===== config.mk =====
export PLATFORM = sky130hd
export DESIGN_NAME = scsa_classify
export DESIGN_NICKNAME = d
export VERILOG_FILES = /design/src/assert_macros.svh /design/src/scsa_pkg.sv /design/src/scsa_classify.sv
export SDC_FILE = /design/constraint.sdc
export NUM_CORES = 1
export LEC_CHECK = 0
export BUFFER_PORTS_ARGS = -buffer_cell sky130_fd_sc_hd__buf_2
export CAP_MARGIN = 20
export CORE_MARGIN = 4
export CORE_UTILIZATION = 32
export DETAILED_ROUTE_END_ITERATION = 7
export GPL_TIMING_DRIVEN = 0
export PLACE_DENSITY = 0.62
export SKIP_LAST_GASP = 1
export SYNTH_ARGS = -nofsm -noshare
export SYNTH_HDL_FRONTEND = slang
export SYNTH_SLANG_ARGS = --single-unit

===== constraint.sdc =====
create_clock -name vclk -period 4.77
set_input_delay 0.477 -clock vclk [all_inputs]
set_output_delay 0.477 -clock vclk [all_outputs]
set_load 0.05 [all_outputs]

===== src/assert_macros.svh =====
// Assertion helpers used by the RTL
`ifndef ASSERT_MACROS_SVH
`define ASSERT_MACROS_SVH
// Property a implies b on the same edge
`define ASSERT_IMPL(lbl, clk, rst, a, b) \
   lbl: assert property (@(posedge clk) disable iff (rst) (a) |-> (b)) \
      else $error("assertion failed");
// Property a implies b on the next edge
`define ASSERT_NEXT(lbl, clk, rst, a, b) \
   lbl: assert property (@(posedge clk) disable iff (rst) (a) |=> (b)) \
      else $error("assertion failed");
`endif


===== src/scsa_pkg.sv =====
`default_nettype none
package scsa_pkg;
   localparam int NUM_CLASSES       = 8;
   localparam int BUCKETS_PER_CLASS = 4;
   localparam int MIN_BLOCK_LOG2    = 4;
   localparam int MAX_BLOCKS        = 256;
   localparam int REGION_LOG2       = 19;
   localparam int WORDS_PER_BUCKET  = (MAX_BLOCKS + 63) / 64;
   localparam int NUM_BUCKETS       = NUM_CLASSES * BUCKETS_PER_CLASS;
   localparam int NUM_WORDS         = NUM_BUCKETS * WORDS_PER_BUCKET;
   localparam int WADDR_W           = $clog2(NUM_WORDS);
   localparam int WSEL_W            = $clog2(WORDS_PER_BUCKET);
   localparam int SLOT_W            = $clog2(NUM_BUCKETS);
   localparam int BSEL_W            = $clog2(BUCKETS_PER_CLASS);

   localparam logic [2:0] ST_OK          = 3'd0;
   localparam logic [2:0] ST_NO_SPACE    = 3'd1;
   localparam logic [2:0] ST_TOO_LARGE   = 3'd2;
   localparam logic [2:0] ST_BAD_ADDR    = 3'd3;
   localparam logic [2:0] ST_DOUBLE_FREE = 3'd4;

   localparam logic CMD_ALLOC = 1'b0;
   localparam logic CMD_FREE  = 1'b1;

   typedef struct packed {
      logic        command;
      logic [15:0] req_length;
      logic [3:0]  align_log2;
      logic [23:0] free_address;
   } req_type;

   typedef struct packed {
      logic [2:0]  status;
      logic [23:0] block_address;
      logic [2:0]  size_class;
      logic [7:0]  block_index;
   } rsp_type;

   typedef struct packed {
      logic       too_large;
      logic [2:0] cls;
   } class_type;
endpackage
`default_nettype wire


===== src/scsa_classify.sv =====
`default_nettype none
// Round length to alignment and pick the size class.
module scsa_classify (
   input  wire logic [15:0]          req_length,
   input  wire logic [3:0]           align_log2,
   output scsa_pkg::class_type       result
);
   logic [16:0] mask;
   logic [16:0] size;
   always_comb begin
      mask = (17'd1 << align_log2) - 17'd1;
      size = ({1'b0, req_length} + mask) & ~mask;
      result.too_large = 1'b1;
      result.cls = '0;
      for (int c = scsa_pkg::NUM_CLASSES - 1; c >= 0; c--) begin
         if (size <= (17'd1 << (scsa_pkg::MIN_BLOCK_LOG2 + c))) begin
            result.too_large = 1'b0;
            result.cls = 3'(c);
         end
      end
   end
endmodule
`default_nettype wire


# After elaboration in Yosys (flattened, before gate mapping)
# Index checks and enable logic that the tools add are counted.
# totals
register_bits	0
out_inout_bits	4
# op_classes
shifts	1
order_cmp	8
n_mux	8
bitwise_logic	2
add_sub_neg	2
# op_table
operator	n
$mux W4	8
$add A16 B17 Y17	1
$and A17 B17 Y17	1
$le A17 B10 Y1 const B	1
$le A17 B11 Y1 const B	1
$le A17 B12 Y1 const B	1
$le A17 B5 Y1 const B	1
$le A17 B6 Y1 const B	1
$le A17 B7 Y1 const B	1
$le A17 B8 Y1 const B	1
$le A17 B9 Y1 const B	1
$not A17 Y17	1
$shl A1 B4 Y17 const A	1
$sub A17 B1 Y17 const B	1

# Depth between registers and ports, before layout
# logic_depth
ltp_word	13
depth_mapped	21
ltp_nobuf	19

# Least setup slack after synthesis
# No wires, ideal clock.
# synth_timing
kind	in2out
startpoint	in align_log2[2]
endpoint	out result[2] in the netlist's numbering
arrival_ns	4.988
setup_slack_ns	-0.695
required_ns	4.293
path_stages	19
cell_sequence	buf_4 > nor2_1 > inv_2 > nor2_1 > nand2_1 > ha_1 > clkbuf_1 > xnor2_1 > inv_1 > ha_1 > nor2b_1 > o2111ai_1 > a21boi_1 > a221oi_4 > nor4_1 > a221o_1 > nor4_4 > nand2_1 > a31oi_1
# synth_lines
element	line_no	rtl
start, declared	scsa_classify.sv:5	input wire logic [3:0] align_log2,
end, declared	scsa_classify.sv:6	output scsa_pkg::class_type result

==> qor.yml <==
synth:
  synth_nets: 242
  synth_top_cell_area_share_pct: 14.3
  synth_area_leaders: "ha_1 (14%), a21oi_1 (8.2%), nand2_1 (6.7%)"
  synthesis.area_um2: 1400
  yosys_warnings: 0
  yosysSeqAreaShare_pct: 0
  postSynthAreaPerCell_um2: 6.85
  synth_cells: 205
  yosysUniqueCellTypes: 60
  synth_top_area_cell: "ha_1"
  netlist_top_cells_count: "nand2_1 (25), a21oi_1 (23), ha_1 (16)"
  synth.most_common_cell: "nand2_1"
power:
  powerDensity_nw_per_um2: 170
  p_leak_nw: 0.847
  peakVddDrop_mv: 0.0715
worst_setup_path:
  cp_slowest_cell: "a221oi_4"
  cp-end-kind: "output port"
  cp-start-kind: "primary input"
  critPathTopFamily: "simple AND/OR/NAND/NOR gates"
  crit_buf_inv: 7
  cp_max_fo: 6
  cp_cell_sequence: "buf_12, buf_8, nor4_4, inv_2, ha_4, clkbuf_16, nor4bb_4, nor2_1, o22ai_2, ha_4, nand2_4, nor2_4, and2_4, a221oi_4, buf_4, xor2_2, o21bai_2, nor4_4, buf_4, nor3b_4, o21ai_4, buf_6"
  slowest_delay_ns: 0.32
  worst_ep_required_time_ns: 4.29
  path_class: "primary input to output port"
  arrival_ns: 4.18
timing:
  period_share_pct: 97.6
  hold_viol: 0
  max_slew.worst_pin.slew_ns: 0.537
  slew_headroom_pct: 63.8
  post-route-min-period_ns: 4.66
  setup_tns_ns: 0
  rsz0062_at_grt: "yes"
  setup_viol: 0
  whs_ns: 1.77
  max_freq_ghz: 0.215
  slew_viol_final: 0
finish:
  final.fill_count: 397
  n_antenna_cell: 0
  clock_buffers: 0
  nNetsFinal: 283
  nFlopsAndLatches: 0
  drive_gt1_share_pct: 39.3
  multiInputGateArea_um2: 1620
  design_area_um2: 2060
  area_delta_synth_final_pct: 46.7
  final_util_pct: 50.0
  seq_area_um2: 0
clocking:
  ctsHoldBuffers: 0
floorplan:
  io_pins: 24
  die_y_um: 74.2
  initial_utilization_pct: 34.1
  core.rowCount: 23
  die_w_um: 74.2
  die-area_um2: 5510
  core-area_um2: 4120
placement:
  hpwl_um: 3110
  numPortBuffers: 24
  gp_congestion: 0.881
  post_dp_cell_area_um2: 1620
global_routing:
  grt_pass1_wl_um: 6710
  grt_max_degree: 15
  grt_pass1_vias: 1493
  antenna_found_initial: 0
  overflow: 0
  grtUsageTotal_pct: 14.5
detailed_routing:
  routed_wl_um: 4170
  drc: 0
  detail-route-antenna-nets: 0
  via_count: 1686
  routed_via_density: 5.73
  drtIter0Drc: 62
  wl_per_cell_um: 14.2
  first_pass_iters: 4
flow_run:
  maxCapViolCount: 0
status:
  status: "complete, no violations"
min_path:
  hold_path_class: "primary input to output port"
## logic make-up (layout without fill, tap and decap cells)
logic type               after synthesis  count (layout)  synth area share (%)
AO/OA/AOI/OAI                         73              73                  36.5
XOR/XNOR                               7               7                  4.37
adder cells (fa/ha/maj)               17              17                  15.7
AND/OR/NAND/NOR                       88              88                  35.6
other                                  1               1                 0.267
multiplexers                           3               3                  2.23
buffers and inverters                 16              55                  5.35
## metal layers
layer | vias to the layer above | global-route usage [%] | wire length [µm] | part of all wire, %
li1 | 862 | - | - | -
met1 | 781 | 21.1 | 1980 | 47
met2 | 39 | 24.2 | 1950 | 47
met3 | 4 | 1.08 | 208 | 5.0
met4 | 0 | 1.58 | 34 | 0.82
met5 | - | 0 | 0 | 0
## power by group
group,switching [W],internal (W)
clock,0,0
sequential,0,0
combinational,0.000193,0.000156
## timing repair
item | in CTS | in global routing
gates cloned | 0 | 1
resized for setup | 32 | 27
pin swaps | 11 | 14
setup endpoints to repair | 4 | 4
setup buffers | 5 | 12
## stage by stage
stage / setup slack, ns / instances / total power, W
after floorplan: 0.00139 / 205 / 0.000223
after global placement: -0.748 / 279 / 0.000275
after detailed placement: -0.780 / 279 / 0.000277
after CTS: 0.0147 / 282 / 0.000315
after global routing: -0.107 / 294 / 0.000384
final: 0.112 / 294 / 0.000350
## tightest hold or removal path: stages
cell	delay (ns)
buf_4	0.20
nand2_2	0.08
inv_2	0.08
a21oi_2	0.07
nand2_1	0.10
nand2_4	0.07
buf_2	0.21
## cells in the final DEF (no fill, tap or decap), types with 2 or more instances in the layout
| cell | count |
|---|---|
| nand2_1 | 22 |
| buf_2 | 20 |
| a21oi_1 | 18 |
| buf_4 | 17 |
| o21ai_0 | 13 |
| ha_1 | 11 |
| nor2_1 | 9 |
| nand4_1 | 8 |
| inv_1 | 6 |
| nand2b_1 | 5 |
| nor3_1 | 5 |
| a21o_1 | 5 |
| nand3_1 | 5 |
| ha_4 | 5 |
| o21a_1 | 4 |
| buf_6 | 4 |
| inv_2 | 3 |
| nor2b_1 | 3 |
| a21oi_2 | 3 |
| o211ai_1 | 3 |
| xnor2_1 | 3 |
| mux2i_1 | 2 |
| nor2_2 | 2 |
| nand2_2 | 2 |
| o22ai_1 | 2 |
| xor2_1 | 2 |
| nor2_4 | 2 |
| nor4_4 | 2 |
| nand2_4 | 2 |
| a21oi_4 | 2 |
| a21boi_2 | 2 |
| and2_4 | 2 |
| a211oi_1 | 2 |
| or3b_2 | 2 |
| and3_1 | 2 |
## area by class of cell
cell class                 instances  share of cell area, %
multi-input combinational        189                   78.6
timing repair buffer              42                   14.3
buffer                             4                   2.37
tap                               50                   3.04
inverter                           9                   1.64
## worst paths after layout
| kind | startpoint | cells past startpoint | slack (ns) | to |
|---|---|---|---|---|
| max | align_log2[3] | 22 | 0.11 | result[1] |
| min | align_log2[2] | 7 | 1.77 | result[3] |
(Power assumes the default switching activity.)
